## config.mk

```make
export PLATFORM = sky130hd
export DESIGN_NAME = jbd_ram
export DESIGN_NICKNAME = d
export VERILOG_FILES = /design/src/hw/rtl/job_board_dispatcher_assert.svh /design/src/hw/rtl/jbd_ram.sv
export SDC_FILE = /design/constraint.sdc
export NUM_CORES = 1
export LEC_CHECK = 0
export BUFFER_PORTS_ARGS = -buffer_cell sky130_fd_sc_hd__buf_2
export CORE_MARGIN = 10
export CORE_UTILIZATION = 65
export CTS_CLUSTER_SIZE = 25
export DETAILED_ROUTE_END_ITERATION = 6
export PLACE_DENSITY = 0.86
export SLEW_MARGIN = 20
export SYNTH_ARGS = -nofsm -noshare
export SYNTH_HDL_FRONTEND = slang
export SYNTH_SLANG_ARGS = --single-unit
```

## constraint.sdc

```tcl
create_clock -name clk -period 2.9 [get_ports clk]
set_input_delay 0 -clock clk [delete_from_list [all_inputs] [get_ports clk]]
set_output_delay 0 -clock clk [all_outputs]
set_load 0.02 [all_outputs]
```

## src/hw/rtl/job_board_dispatcher_assert.svh

```systemverilog
// ----------------------------------------------------------------------------
// Assertion macros for the job board dispatcher
// Clocked property checks that vanish in synthesis builds.
// ----------------------------------------------------------------------------
`ifndef JOB_BOARD_DISPATCHER_ASSERT_SVH
`define JOB_BOARD_DISPATCHER_ASSERT_SVH
`ifndef SYNTHESIS
// checked outside reset
`define JBD_ASSERT(lbl, prop) \
  lbl: assert property (@(posedge clk) disable iff (rst) prop) else $error("jbd check failed");
// checked during reset as well
`define JBD_ASSERT_ALWAYS(lbl, prop) \
  lbl: assert property (@(posedge clk) prop) else $error("jbd check failed");
`else
`define JBD_ASSERT(lbl, prop)
`define JBD_ASSERT_ALWAYS(lbl, prop)
`endif
`endif

```

## src/hw/rtl/jbd_ram.sv

```systemverilog
// ----------------------------------------------------------------------------
// jbd_ram
// Simple dual-port RAM, one write and one registered read port.
// ----------------------------------------------------------------------------
module jbd_ram #(
  parameter int WIDTH = 8,
  parameter int DEPTH = 64
) (
  input  logic                     clk,
  input  logic                     we,
  input  logic [$clog2(DEPTH)-1:0] waddr,
  input  logic [WIDTH-1:0]         wdata,
  input  logic [$clog2(DEPTH)-1:0] raddr,
  output logic [WIDTH-1:0]         rdata
);
  logic [WIDTH-1:0] mem [DEPTH];

  always_ff @(posedge clk) begin
    if (we) begin
      mem[waddr] <= wdata;
    end
    rdata <= mem[raddr];
  end
endmodule

```

# Word level (Yosys, flattened, before mapping)
# Memories as Yosys holds them, arrays and structs flattened. A register that Yosys moved wholly into a read port is not among the register bits.
# Index checks and enable logic that the tools add are counted.
# Widths: inputs -> output; s select.
dict set report word_totals {
  ff_bits 0
  ramBits 512
  inputBits 22
  out_inout_bits 8
  word_cells 3
  n_memories 1
}
dict set report classes {
  muxes 2
}
# memory words width read_ports rd_clocked_by_memory_dff wr line_no
set mem_list {}
lappend mem_list {mem 64 8 1 1 1 jbd_ram.sv:16} ;# logic [WIDTH-1:0] mem [DEPTH];
# op count
set ops {}
lappend ops {{$mux 1} 2}

# Depth between registers and ports, before layout
# Gate-level depths: netlist (run 1).
dict set report depth {
  word_depth 2
  ltp_mapped 9
  depth_no_buf 5
}

# Worst setup path after synthesis (run 1)
# OpenSTA, ideal clock, no wires.
dict set report synth_timing {
  path_type {register to register}
  from {memory mem[29][4]}
  to {register rdata[4] (read register of mem)}
  setup_time_ns 0.132
  arrival_time_ns 1.560
  required_ns 2.768
  path_slack_ns 1.208
  stages_incl_launch_ff 6
  path_buffers 0
  period_less_slack_ns 1.692
  cell_sequence {edfxtp_1 -> mux4_2 -> mux2_2 -> o221a_2 -> nor3_1 -> o32ai_1}
}
# element line_no
set synth_lines {}
lappend synth_lines {{start: declaration} jbd_ram.sv:16}
lappend synth_lines {{end: declaration} jbd_ram.sv:14} ;# output logic [WIDTH-1:0] rdata

==> reports/qor.txt, run 1 <==
STATUS
---------------------------------------------------------------------------------
Outcome ............................................................ finished, final reports clean

SETUP PATH
---------------------------------------------------------------------------------
Startpoint of the worst setup timing path ..........................   mem[28][4]
CP Capture Type ....................................................     register
R2R Path Start .....................................................   mem[28][4]
Endpoint arrival time on the critical path .........................      2.68 ns
Cell type of the slowest stage on the worst timing path ............       nor3_1
Slowest Stage Delay on Critical Path ...............................      0.53 ns
Startpoint type of the worst setup path ............................     register
Data required time at the worst endpoint ...........................      3.30 ns
Register-to-register setup slack ...................................      0.61 ns
Top fanout value on the critical path ..............................            1
Total stage count of the critical path .............................            5
Worst Path Buf+Inv .................................................            0
Crit-path cells .................................................... mux4_2 > mux2_2 > o221a_2 > nor3_1 > o32ai_1
WS Path Type .......................................................      reg2reg
End of the worst register-to-register path .........................     rdata[4]
Crit path to .......................................................     rdata[4]
Worst-case reg-to-reg path depth ...................................            5
Top Family by Delay on Critical Path ............................... multiplexers

PLACED DESIGN
---------------------------------------------------------------------------------
Number of buffers inserted by port buffering .......................           29
Placement-stage cell area ..........................................    21000 µm²
Final RePlAce weighted congestion ..................................        0.835
Placed Instances ...................................................         1371
Detailed placement HPWL ............................................     27000 µm

SYNTH
---------------------------------------------------------------------------------
Sequential share of the synthesized area ...........................        0.770
Top post-synthesis cells by area ................................... edfxtp_1 76%, mux4_2 14%, nor2_1 1.5%, mux2i_1 1.1%, dfxtp_1 0.79%
Largest family of logic cells by synthesized area .................. multiplexers
Fraction of the mapped netlist area in simple logic gates ..........       0.0339
Adder and majority cell fraction of the synthesized area ...........            0
Xor/xnor share of the synthesized area .............................            0
Post-synthesis instance total ......................................          940
Synth Warn # .......................................................            0
Seq cells post-synth ...............................................          520
Proportion of synthesized area in mux cells ........................        0.159
Number of flops mapped to enable cells by yosys ....................          512
Cell taking the most area after synthesis ..........................     edfxtp_1
Share of the synthesized area in the top cell type .................        0.762
Distinct cells, synth ..............................................           40
Compound-gate portion of the synthesized area ......................       0.0207
Post-Synthesis Mean Instance Area ..................................     21.5 µm²
Async set or reset register ratio after synthesis ..................            0
Main flop type after synthesis .....................................     edfxtp_1
Net count after synthesis ..........................................          962
Synthesized area ...................................................    20200 µm²

FINAL LAYOUT
---------------------------------------------------------------------------------
Share of cells above drive strength 1 ..............................        0.268
Top library cells by usage in the layout, fill and taps aside ...... 512 x edfxtp_1, 126 x mux4_2, 83 x nor2_1
Area growth from synthesis to final layout .........................        11.3%
Final design instance area without fill ............................    22400 µm²
Most common cell after layout, fill and taps aside .................     edfxtp_1
Final net count ....................................................         1050
Non-filler cells, final ............................................         1463

MIN PATH
---------------------------------------------------------------------------------
Depth of the worst hold-timing path ................................            1
Path class of the lowest-slack min-delay path ......................       in2reg

CLOCK NETWORK
---------------------------------------------------------------------------------
Clock Sinks ........................................................          520
Clock tree from TritonCTS ..........................................        built
Buffers inserted by post-CTS timing repair .........................            0
# H-tree levels ....................................................            2
Root Buffer Master .................................................    clkbuf_16
Number of buffers on the longest clock path ........................            3
Register clock-pin slew on the reported worst setup and hold paths .      0.06 ns
Cts repair resizes .................................................            0
Clk_lat worst skew .................................................      0.55 ns
TritonCTS buffer count .............................................           48
Post-cts hold buffer count .........................................            1

STA
---------------------------------------------------------------------------------
Final critical-path required period ................................      2.29 ns
Post-Route Setup TNS ...............................................         0 ns
Final setup violation count ........................................            0
Setup repair after global routing missed its margin ................        false
Actual transition at the worst max-transition pin ..................     0.971 ns
Number of failing hold endpoints at the final stage ................            0
Slew Limit Fails ...................................................            0
Post-route clock skew ..............................................    0.0155 ns
Final period utilization ...........................................        0.789
Relative slew slack ................................................        0.350
Highest clock frequency the design can meet ........................      437 MHz

GRT
---------------------------------------------------------------------------------
GR met1 Demand/Resource ............................................        0.340
GR Layer Usage met2 ................................................        0.381
Largest net degree at the start of global routing ..................           65
Global-route wire length before repair .............................     70400 µm
GR Util All Layers .................................................        0.247
Initial antenna violation count ....................................            1
Gr busiest metal ...................................................         met2
Vias in the first global route .....................................        10400
GR Util met3 .......................................................       0.0491
Global-route congestion overflow total .............................            0

DIE
---------------------------------------------------------------------------------
Count of standard-cell rows ........................................           64
Total Die Area .....................................................    38500 µm²
Die height .........................................................       196 µm
I/O pin cnt ........................................................           30
Width of the die ...................................................       196 µm
Initial cell density of the core ...................................        0.659
Floorplan Core Area ................................................    30600 µm²

POWER
---------------------------------------------------------------------------------
Leak Pwr ...........................................................      7.09 nW
Fraction of power consumed by the clock network ....................        0.384
Worst vdd ir .......................................................       575 µV
Internal ...........................................................      11.8 mW
Net switching fraction of the power ................................        0.207
Power per Cell Area ................................................   662 nW/µm²
Psw ................................................................      3.07 mW
Fraction of power consumed by combinational cells ..................        0.054
Part of the power in registers .....................................        0.562

ROUTING
---------------------------------------------------------------------------------
Violation count after the first detailed-routing iteration .........         1822
WL/cell ............................................................      32.2 µm
Post-Route WL ......................................................     47100 µm
Post-detailed-route DRC marker count ...............................            0
Number of vias in the routed layout ................................        10400
Average vias per placed instance ...................................         7.12
Detailed-router iteration count before antenna repair ..............            5
Antenna Violating Nets Remaining ...................................            0

FLOW RUN
---------------------------------------------------------------------------------
Max-capacitance violation count ....................................            0

-- synth_stat cells, types with 2 or more instances --
| master | number |
|---|---|
| a221oi_1 | 6 |
| o221ai_1 | 8 |
| nand2b_1 | 7 |
| o21ai_0 | 2 |
| nand3_1 | 13 |
| o2bb2ai_1 | 3 |
| nor2b_1 | 14 |
| nand2_1 | 19 |
| a211oi_1 | 4 |
| o21ai_1 | 2 |
| nor2_1 | 83 |
| a21oi_1 | 3 |
| o2111ai_1 | 3 |
| edfxtp_1 | 512 |
| o22ai_1 | 8 |
| nor3_1 | 7 |
| mux4_2 | 126 |
| a22oi_1 | 3 |
| mux2_2 | 13 |
| buf_4 | 13 |
| mux2i_1 | 23 |
| o221a_2 | 2 |
| buf_2 | 11 |
| buf_6 | 4 |
| clkbuf_1 | 17 |
| buf_12 | 2 |
| nand4_1 | 2 |
| dfxtp_1 | 8 |
| o32ai_1 | 2 |
| nand3b_1 | 3 |
| nor4_1 | 2 |
| a2111oi_0 | 2 |
| buf_1 | 4 |
| o41ai_1 | 2 |
| o21a_1 | 2 |
-- worst min-delay path by stage --
stage,start,end
2_1_floorplan,wdata[0],mem[0][0]
3_3_place_gp,rdata[1],rdata[1]
3_5_place_dp,rdata[1],rdata[1]
4_1_cts,waddr[2],mem[48][0]
5_1_grt,wdata[4],mem[8][4]
6_report,wdata[1],mem[18][1]
-- per-stage QoR --
stage / hold slack [ns] / worst slack (ns) / util / total power, mW
after floorplan: 0.0989 / 1.21 / - / 8.95
after global placement: 0.461 / 0.615 / 0.686 / 9.25
after detailed placement: 0.441 / 0.536 / 0.686 / 9.28
after CTS: 0.0670 / 0.713 / 0.732 / 14.9
after global routing: 0.0452 / 0.631 / 0.734 / 15.2
final: 0.00693 / 0.613 / 0.734 / 14.9
-- layout make-up --
type | instances | area (µm²)
Sequential cell | 520 | 15500
Fill cell | 1582 | 8140
Multi-Input combinational cell | 369 | 4320
Clock buffer | 72 | 1330
Timing Repair Buffer | 89 | 694
Tap cell | 396 | 495
Clock inverter | 16 | 72.6
Antenna cell | 1 | 2.50
-- layer usage --
metal | share of wire | up-vias
met5 | 0.0013 | -
met4 | 0.046 | 2
met3 | 0.12 | 148
met2 | 0.48 | 868
met1 | 0.36 | 5304
li1 | - | 4092
-- worst reg2reg max path, delay by kind of cell, from the launching register on --
kind	cells	cell delay [ns]
simple gates	1	0.53
compound gates	2	0.47
mux	2	0.75
flops	1	0.39
-- state kept, by name, indices dropped and copies added, names as in the netlist --
register,cells
mem,512
rdata,8
-- power by group through the flow --
stage / Clock, mW / Sequential [mW] / Combinational (mW)
CTS: 5.74 / 8.35 / 0.791
global route: 6.03 / 8.35 / 0.841
detailed placement: 0 / 8.51 / 0.773
finish: 5.70 / 8.35 / 0.803
global placement: 0 / 8.51 / 0.743
floorplan: 0 / 8.51 / 0.443
-- logic make-up (layout without fill, tap and decap cells) --
| group | count (synthesis) | count (layout) |
|---|---|---|
| flops | 520 | 520 |
| mux | 162 | 162 |
| simple gates | 153 | 153 |
| compound gates | 54 | 54 |
| buf+inv | 51 | 177 |
| other cells | 0 | 1 |
Power figures use the tool's default switching activity.
==> run 2: changes to the inputs <==
--- a/config.mk
+++ b/config.mk
@@ -5,12 +5,13 @@
 export SDC_FILE = /design/constraint.sdc
 export NUM_CORES = 1
 export LEC_CHECK = 0
+export ABC_AREA = 1
 export BUFFER_PORTS_ARGS = -buffer_cell sky130_fd_sc_hd__buf_2
 export CORE_MARGIN = 10
-export CORE_UTILIZATION = 65
+export CORE_UTILIZATION = 63
 export CTS_CLUSTER_SIZE = 25
 export DETAILED_ROUTE_END_ITERATION = 6
-export PLACE_DENSITY = 0.86
+export PLACE_DENSITY = 0.84
 export SLEW_MARGIN = 20
 export SYNTH_ARGS = -nofsm -noshare
 export SYNTH_HDL_FRONTEND = slang
==> constraint.sdc (replaced) <==
create_clock -name clk -period 2.4 [get_ports clk]
set_input_delay 0 -clock clk [delete_from_list [all_inputs] [get_ports clk]]
set_output_delay 0 -clock clk [all_outputs]
set_load 0.02 [all_outputs]
==> reports/qor.txt, run 2 <==
ROUTING
----------------------------------------------------------------------------------
Detailed-router iteration count before antenna repair ...............            6   was 5
Post-detailed-route DRC marker count ................................            0   unchanged
Antenna Violating Nets Remaining ....................................            0   unchanged
WL/cell .............................................................      22.2 µm   was 32.2 µm
Violation count after the first detailed-routing iteration ..........         2041   was 1822
Post-Route WL .......................................................     52000 µm   was 47100 µm
Average vias per placed instance ....................................         6.24   was 7.12
Number of vias in the routed layout .................................        14600   was 10400

SYNTH
----------------------------------------------------------------------------------
Synth Warn # ........................................................            0   unchanged
Top post-synthesis cells by area .................................... edfxtp_1 72%, nand2_1 11%, nand3_1 10%, buf_6 1.8%, nor2_1 0.99%   was edfxtp_1 76%, mux4_2 14%, nor2_1 1.5%, mux2i_1 1.1%, dfxtp_1 0.79%
Post-synth top cells ................................................ 648 x nand2_1, 512 x edfxtp_1, 439 x nand3_1   was 512 x edfxtp_1, 126 x mux4_2, 83 x nor2_1
Net count after synthesis ...........................................         1827   was 962
Post-Synthesis Mean Instance Area ...................................     11.8 µm²   was 21.5 µm²
Post-synthesis instance total .......................................         1805   was 940
Cell taking the most area after synthesis ...........................     edfxtp_1   unchanged
Dominant cell by count in the synthesized netlist ...................      nand2_1   was edfxtp_1
Synthesized area ....................................................    21300 µm²   was 20200 µm²
Distinct cells, synth ...............................................           16   was 40
Async set or reset register ratio after synthesis ...................            0   unchanged
Main flop type after synthesis ......................................     edfxtp_1   unchanged
Seq cells post-synth ................................................          520   unchanged
Share of the synthesized area in the top cell type ..................        0.720   was 0.762
Sequential share of the synthesized area ............................        0.728   was 0.770
Number of flops mapped to enable cells by yosys .....................          512   unchanged

FINAL LAYOUT
----------------------------------------------------------------------------------
Share of cells above drive strength 1 ...............................       0.0978   was 0.268
Top library cells by usage in the layout, fill and taps aside ....... 648 x nand2_1, 512 x edfxtp_1, 439 x nand3_1   was 512 x edfxtp_1, 126 x mux4_2, 83 x nor2_1
Non-filler cells, final .............................................         2340   was 1463
Largest registers ................................................... mem: 512 flops, rdata: 8 flops   unchanged
Register ranked first by flip-flop count ............................          mem   unchanged
Final core utilization ..............................................        0.705   was 0.734
Number of inserted diodes ...........................................            0   was 1
Flip-flop count of the largest register, all copies and words added .          512   unchanged
Multi-input gate area in the final layout ...........................     4950 µm²   was 4320 µm²
Final net count .....................................................         1876   was 1050
Most common cell after layout, fill and taps aside ..................      nand2_1   was edfxtp_1
Area taken by flip-flops and latches ................................    15500 µm²   unchanged
Area growth from synthesis to final layout ..........................        10.5%   was 11.3%
Fill cell total of the finished layout ..............................         2067   was 1582

PLACED DESIGN
----------------------------------------------------------------------------------
Number of buffers inserted by port buffering ........................           29   unchanged
Worst slack at placement ............................................     0.301 ns   was 0.536 ns
Placed Instances ....................................................         2250   was 1371
Final RePlAce weighted congestion ...................................        0.919   was 0.835
Detailed placement HPWL .............................................     29500 µm   was 27000 µm

GRT
----------------------------------------------------------------------------------
Initial antenna violation count .....................................            1   unchanged
Vias in the first global route ......................................        14200   was 10400
Largest net degree at the start of global routing ...................          152   was 65
Global-route wire length before repair ..............................     80100 µm   was 70400 µm
Global-route congestion overflow total ..............................            0   unchanged
GR Util All Layers ..................................................        0.247   about the same

STA
----------------------------------------------------------------------------------
Setup repair after global routing missed its margin .................        false   unchanged
Number of failing hold endpoints at the final stage .................            0   unchanged
Post-route clock skew ...............................................    0.0218 ns   was 0.0155 ns
Post-Route Setup TNS ................................................         0 ns   unchanged
Final setup violation count .........................................            0   unchanged
Final period utilization ............................................        0.756
Actual transition at the worst max-transition pin ...................     0.807 ns   was 0.971 ns
Final critical-path required period .................................      1.81 ns
Highest clock frequency the design can meet .........................      551 MHz
Relative slew slack .................................................        0.462   was 0.350
Crit path setup slack, layout .......................................     0.586 ns   was 0.613 ns
Slew Limit Fails ....................................................            0   unchanged

DIE
----------------------------------------------------------------------------------
Total Die Area ......................................................    41600 µm²   was 38500 µm²
Die height ..........................................................       204 µm   was 196 µm
Count of standard-cell rows .........................................           67   was 64
Width of the die ....................................................       204 µm   was 196 µm
Floorplan Core Area .................................................    33400 µm²   was 30600 µm²
I/O pin cnt .........................................................           30   unchanged
Initial cell density of the core ....................................        0.638   was 0.659

SETUP PATH
----------------------------------------------------------------------------------
Crit-path cells ..................................................... dlygate4sd3_1 > buf_2 > inv_1 > nand3_1 > nand3_1 > dlygate4sd3_1 > nand2_1   was mux4_2 > mux2_2 > o221a_2 > nor3_1 > o32ai_1
WS Path Type ........................................................       in2reg   was reg2reg
Worst Path Buf+Inv ..................................................            4   was 0
CP Capture Type .....................................................     register   unchanged
Cell type of the slowest stage on the worst timing path ............. dlygate4sd3_1   was nor3_1
Slowest Stage Delay on Critical Path ................................      0.55 ns   was 0.53 ns
Top Family by Delay on Critical Path ................................ buffers and inverters   was multiplexers
Data required time at the worst endpoint ............................      2.85 ns   was 3.30 ns
Endpoint arrival time on the critical path ..........................      2.26 ns   was 2.68 ns
Startpoint type of the worst setup path .............................   input port   was register
Top fanout value on the critical path ...............................           17   was 1

FLOW RUN
----------------------------------------------------------------------------------
Max-capacitance violation count .....................................            0   unchanged

CLOCK NETWORK
----------------------------------------------------------------------------------
Number of buffers on the longest clock path .........................            3   unchanged
Clock Sinks .........................................................          520   unchanged
TritonCTS buffer count ..............................................           47   was 48
Clk_lat worst skew ..................................................      0.55 ns   about the same
# H-tree levels .....................................................            2   unchanged
Clock tree from TritonCTS ...........................................        built   unchanged
Register clock-pin slew on the reported worst setup and hold paths ..      0.06 ns   about the same
Buffers inserted by post-CTS timing repair ..........................            0   unchanged
Root Buffer Master ..................................................    clkbuf_16   unchanged

POWER
----------------------------------------------------------------------------------
Worst vdd ir ........................................................       524 µV   was 575 µV
Power per Cell Area .................................................   799 nW/µm²   was 662 nW/µm²
Leak Pwr ............................................................      8.62 nW   was 7.09 nW
Overall power .......................................................      18.8 mW   was 14.9 mW

MIN PATH
----------------------------------------------------------------------------------
Path class of the lowest-slack min-delay path .......................       in2reg   unchanged

STATUS
----------------------------------------------------------------------------------
Outcome ............................................................. finished, final reports clean   unchanged

==> run 2: power by group <==
group | total, mW | internal [mW] | switching (mW)
clock network | 7.55 | 4.45 | 3.11
logic | 1.20 | 0.302 | 0.899
registers | 10.1 | 10.1 | 0.0413
total | 18.8 | 14.8 | 4.05
==> run 2: layer usage <==
layer,wire [µm],GRT usage,vias to the layer above
met5,13,0,-
met1,18900,0.327,6887
met3,6180,0.0450,183
li1,-,-,6443
met2,24600,0.394,1077
met4,2310,0.116,2
==> run 2: repair_timing <==
item | in CTS | in global routing
resized for setup | 0 | 0
hold buffers | 3 | 0
endpoints found under the hold margin | 8 | 0
setup endpoints to repair | 0 | 0
==> run 2: through the flow <==
step                      instance area [µm²]  hold WS (ns)
final                                   23600        0.0530
after global routing                    23600        0.0555
after CTS                               23600        0.0318
after detailed placement                22000         0.414
after global placement                  22000         0.400
after floorplan                         21300        0.0989
==> run 2: cells by family after synthesis <==
group	count (synthesis)	share of synthesized area
DFF	520	0.728
and+or+nand+nor	1160	0.232
buffers and inverters	125	0.0402
==> run 2: cell type report <==
class	count	share of cell area
clock buffers	63	0.0568
clock inverters	24	0.0100
inverters	12	0.00223
multi-input cells	1160	0.210
flip-flops and latches	520	0.659
well taps	448	0.0238
repair buffers	113	0.0384
==> run 2: final timing paths <==
check	from	slack, ns	to	depth (start not counted)
max	raddr[4]	0.59	rdata[0]	7
min	waddr[0]	0.05	mem[50][6]	3
max reg2reg	mem[35][0]	0.61	rdata[0]	9
min reg2reg	mem[20][2]	0.84	rdata[2]	8
==> run 2: worst register-to-register path, cell delays in order, from the launching register on <==
cell and delay, ns:
edfxtp_1 0.36, nand2_1 0.07, nand3_1 0.09, nand3_1 0.12, nand2_1 0.10, nand2_1 0.07, nand3_1 0.15, nand3_1 0.13
dlygate4sd3_1 0.55, nand2_1 0.05
==> run 3: changes to the inputs <==
--- a/config.mk
+++ b/config.mk
@@ -5,13 +5,13 @@
 export SDC_FILE = /design/constraint.sdc
 export NUM_CORES = 1
 export LEC_CHECK = 0
-export ABC_AREA = 1
+export ABC_AREA = 0
 export BUFFER_PORTS_ARGS = -buffer_cell sky130_fd_sc_hd__buf_2
 export CORE_MARGIN = 10
-export CORE_UTILIZATION = 63
+export CORE_UTILIZATION = 56
 export CTS_CLUSTER_SIZE = 25
 export DETAILED_ROUTE_END_ITERATION = 6
-export PLACE_DENSITY = 0.84
+export PLACE_DENSITY = 0.79
 export SLEW_MARGIN = 20
 export SYNTH_ARGS = -nofsm -noshare
 export SYNTH_HDL_FRONTEND = slang
==> constraint.sdc (replaced) <==
create_clock -name clk -period 1.6 [get_ports clk]
set_input_delay 0 -clock clk [delete_from_list [all_inputs] [get_ports clk]]
set_output_delay 0 -clock clk [all_outputs]
set_load 0.02 [all_outputs]
==> reports/qor.txt, run 3 (synthesis results as in run 1) <==
STATUS
----------------------------------------------------------------------------------
Outcome ............................................................. finished, violations left   was finished, final reports clean
Violated checks ..................................................... negative setup slack

CLOCK NETWORK
----------------------------------------------------------------------------------
Root Buffer Master ..................................................    clkbuf_16   unchanged
Buffers inserted by post-CTS timing repair ..........................            0   unchanged
Number of buffers on the longest clock path .........................            3   unchanged
Clock Sinks .........................................................          520   unchanged
Register clock-pin slew on the reported worst setup and hold paths ..      0.06 ns   about the same
Clk_lat worst skew ..................................................      0.56 ns   was 0.55 ns
Clock tree from TritonCTS ...........................................        built   unchanged
# H-tree levels .....................................................            2   unchanged
TritonCTS buffer count ..............................................           50   was 47

FINAL LAYOUT
----------------------------------------------------------------------------------
Top library cells by usage in the layout, fill and taps aside ....... 512 x edfxtp_1, 147 x buf_4, 126 x mux4_2   was 648 x nand2_1, 512 x edfxtp_1, 439 x nand3_1
Largest registers ................................................... mem: 512 flops, rdata: 8 flops   unchanged
Area taken by flip-flops and latches ................................    15500 µm²   unchanged
Area growth from synthesis to final layout ..........................        17.4%   was 10.5%
Multi-input gate area in the final layout ...........................     4420 µm²   was 4950 µm²
Flip-flop count of the largest register, all copies and words added .          512   unchanged
Register ranked first by flip-flop count ............................          mem   unchanged
Fill cell total of the finished layout ..............................         2167   was 2067
Final net count .....................................................         1145   was 1876
Most common cell after layout, fill and taps aside ..................     edfxtp_1   was nand2_1
Share of cells above drive strength 1 ...............................        0.345   was 0.0978

DIE
----------------------------------------------------------------------------------
Floorplan Core Area .................................................    35600 µm²   was 33400 µm²
I/O pin cnt .........................................................           30   unchanged
Initial cell density of the core ....................................        0.567   was 0.638
Total Die Area ......................................................    44000 µm²   was 41600 µm²
Width of the die ....................................................       210 µm   was 204 µm
Die height ..........................................................       210 µm   was 204 µm
Count of standard-cell rows .........................................           69   was 67

PLACED DESIGN
----------------------------------------------------------------------------------
Final RePlAce weighted congestion ...................................        0.892   was 0.919
Worst slack at placement ............................................    -0.500 ns   was 0.301 ns
Detailed placement HPWL .............................................     28300 µm   was 29500 µm
Number of buffers inserted by port buffering ........................           29   unchanged

GRT
----------------------------------------------------------------------------------
Initial antenna violation count .....................................            2   was 1
Global-route wire length before repair ..............................     70100 µm   was 80100 µm
Largest net degree at the start of global routing ...................           65   was 152
GR Util All Layers ..................................................        0.212   was 0.247
Global-route congestion overflow total ..............................            0   unchanged
Vias in the first global route ......................................        10700   was 14200

STA
----------------------------------------------------------------------------------
Final period utilization ............................................         1.15
Crit path setup slack, layout .......................................    -0.245 ns   was 0.586 ns
Highest clock frequency the design can meet .........................      542 MHz
Relative slew slack .................................................        0.511   was 0.462
Final setup violation count .........................................            8   was 0
Actual transition at the worst max-transition pin ...................     0.734 ns   was 0.807 ns
Post-route clock skew ...............................................    0.0127 ns   was 0.0218 ns
Slew Limit Fails ....................................................            0   unchanged
Number of failing hold endpoints at the final stage .................            0   unchanged
Final critical-path required period .................................      1.84 ns
Setup repair after global routing missed its margin .................         true   was false

FLOW RUN
----------------------------------------------------------------------------------
Max-capacitance violation count .....................................            0   unchanged

ROUTING
----------------------------------------------------------------------------------
WL/cell .............................................................      28.5 µm   was 22.2 µm
Detailed-router iteration count before antenna repair ...............            5   was 6
Average vias per placed instance ....................................         6.42   was 6.24
Number of vias in the routed layout .................................        10400   was 14600
Antenna Violating Nets Remaining ....................................            0   unchanged
Post-Route WL .......................................................     46300 µm   was 52000 µm
Post-detailed-route DRC marker count ................................            0   unchanged
Violation count after the first detailed-routing iteration ..........         1068   was 2041

SETUP PATH
----------------------------------------------------------------------------------
CP Capture Type .....................................................     register   unchanged
Data required time at the worst endpoint ............................      2.04 ns   was 2.85 ns
WS Path Type ........................................................      reg2reg   was in2reg
Startpoint type of the worst setup path .............................     register   was input port
Endpoint arrival time on the critical path ..........................      2.29 ns   was 2.26 ns
Top fanout value on the critical path ...............................            1   was 17

POWER
----------------------------------------------------------------------------------
Worst vdd ir ........................................................       984 µV   was 524 µV
Overall power .......................................................      28.6 mW   was 18.8 mW
Power per Cell Area .................................................  1210 nW/µm²   was 799 nW/µm²
Leak Pwr ............................................................      7.75 nW   was 8.62 nW

MIN PATH
----------------------------------------------------------------------------------
Path class of the lowest-slack min-delay path .......................       in2reg   unchanged

run 3: changes by cell type in the layout (fill, tap and decap cells not counted), moves of 23 or more:
| cell | delta |
|---|---|
| mux4_2 | +126 |
| nand2_1 | -630 |
| buf_4 | +74 |
| mux2i_1 | +23 |
| nand3_1 | -426 |
| nor2_1 | +23 |
run 3: metal layers:
layer  GRT usage  up-vias  routed length (µm)
li1            -     4308                   -
met4      0.0608        4                1330
met3      0.0500      103                4880
met1       0.287     5374               17500
met2       0.341      651               22600
met5           0        -                  23
run 3: layout make-up:
type | instances | share of cell area
sequential | 520 | 0.656
multi-input combinational | 369 | 0.187
timing repair buffer | 182 | 0.0630
clock buffer | 68 | 0.0584
tap | 461 | 0.0244
clock inverter | 24 | 0.0111
antenna | 1 | 0.000106
run 3: timing repair:
action                                  in CTS  in global routing
gates resized for setup                     14                  4
cloned                                       0                  0
hold buffers                                 2                  0
endpoints found under the setup margin       8                  8
pin swaps                                    4                  2
hold endpoints to repair                    72                  0
run 3: power breakdown:
part | total [mW] | switching, mW | internal [mW]
clock | 11.8 | 4.78 | 7.01
combinational | 1.65 | 0.969 | 0.684
sequential | 15.1 | 0.0578 | 15.1
total | 28.6 | 5.81 | 22.8
run 3: final timing paths:
| kind | startpoint | to | slack [ns] | cells after the start |
|---|---|---|---|---|
| worst max-delay path | mem[21][6] | rdata[6] | -0.24 | 5 |
| worst min-delay path | wdata[3] | mem[10][3] | 0.007 | 1 |
| worst max register to register | mem[21][6] | rdata[6] | -0.24 | 5 |
| worst min register to register | mem[23][0] | rdata[0] | 0.86 | 4 |
run 3: critical path, cell delays in order (launching register included):
cell and delay [ns]:
edfxtp_1 0.36, mux4_2 0.48, mux2_4 0.29, o221a_4 0.27, nor3_4 0.22, o32ai_1 0.11
run 3: per-stage QoR:
| step | cell area [µm²] | setup TNS [ns] | hold WS (ns) | cells | util |
|---|---|---|---|---|---|
| 2_1_floorplan | 20200 | -0.148 | 0.0989 | 940 | - |
| 3_3_place_gp | 21900 | -2.97 | 0.375 | 1530 | 0.616 |
| 3_5_place_dp | 21900 | -2.98 | 0.375 | 1530 | 0.616 |
| 4_1_cts | 23600 | -1.59 | 0.000354 | 1624 | 0.665 |
| 5_1_grt | 23700 | -1.88 | 0.0327 | 1624 | 0.666 |
| 6_report | 23700 | -1.59 | 0.00688 | 1625 | 0.666 |
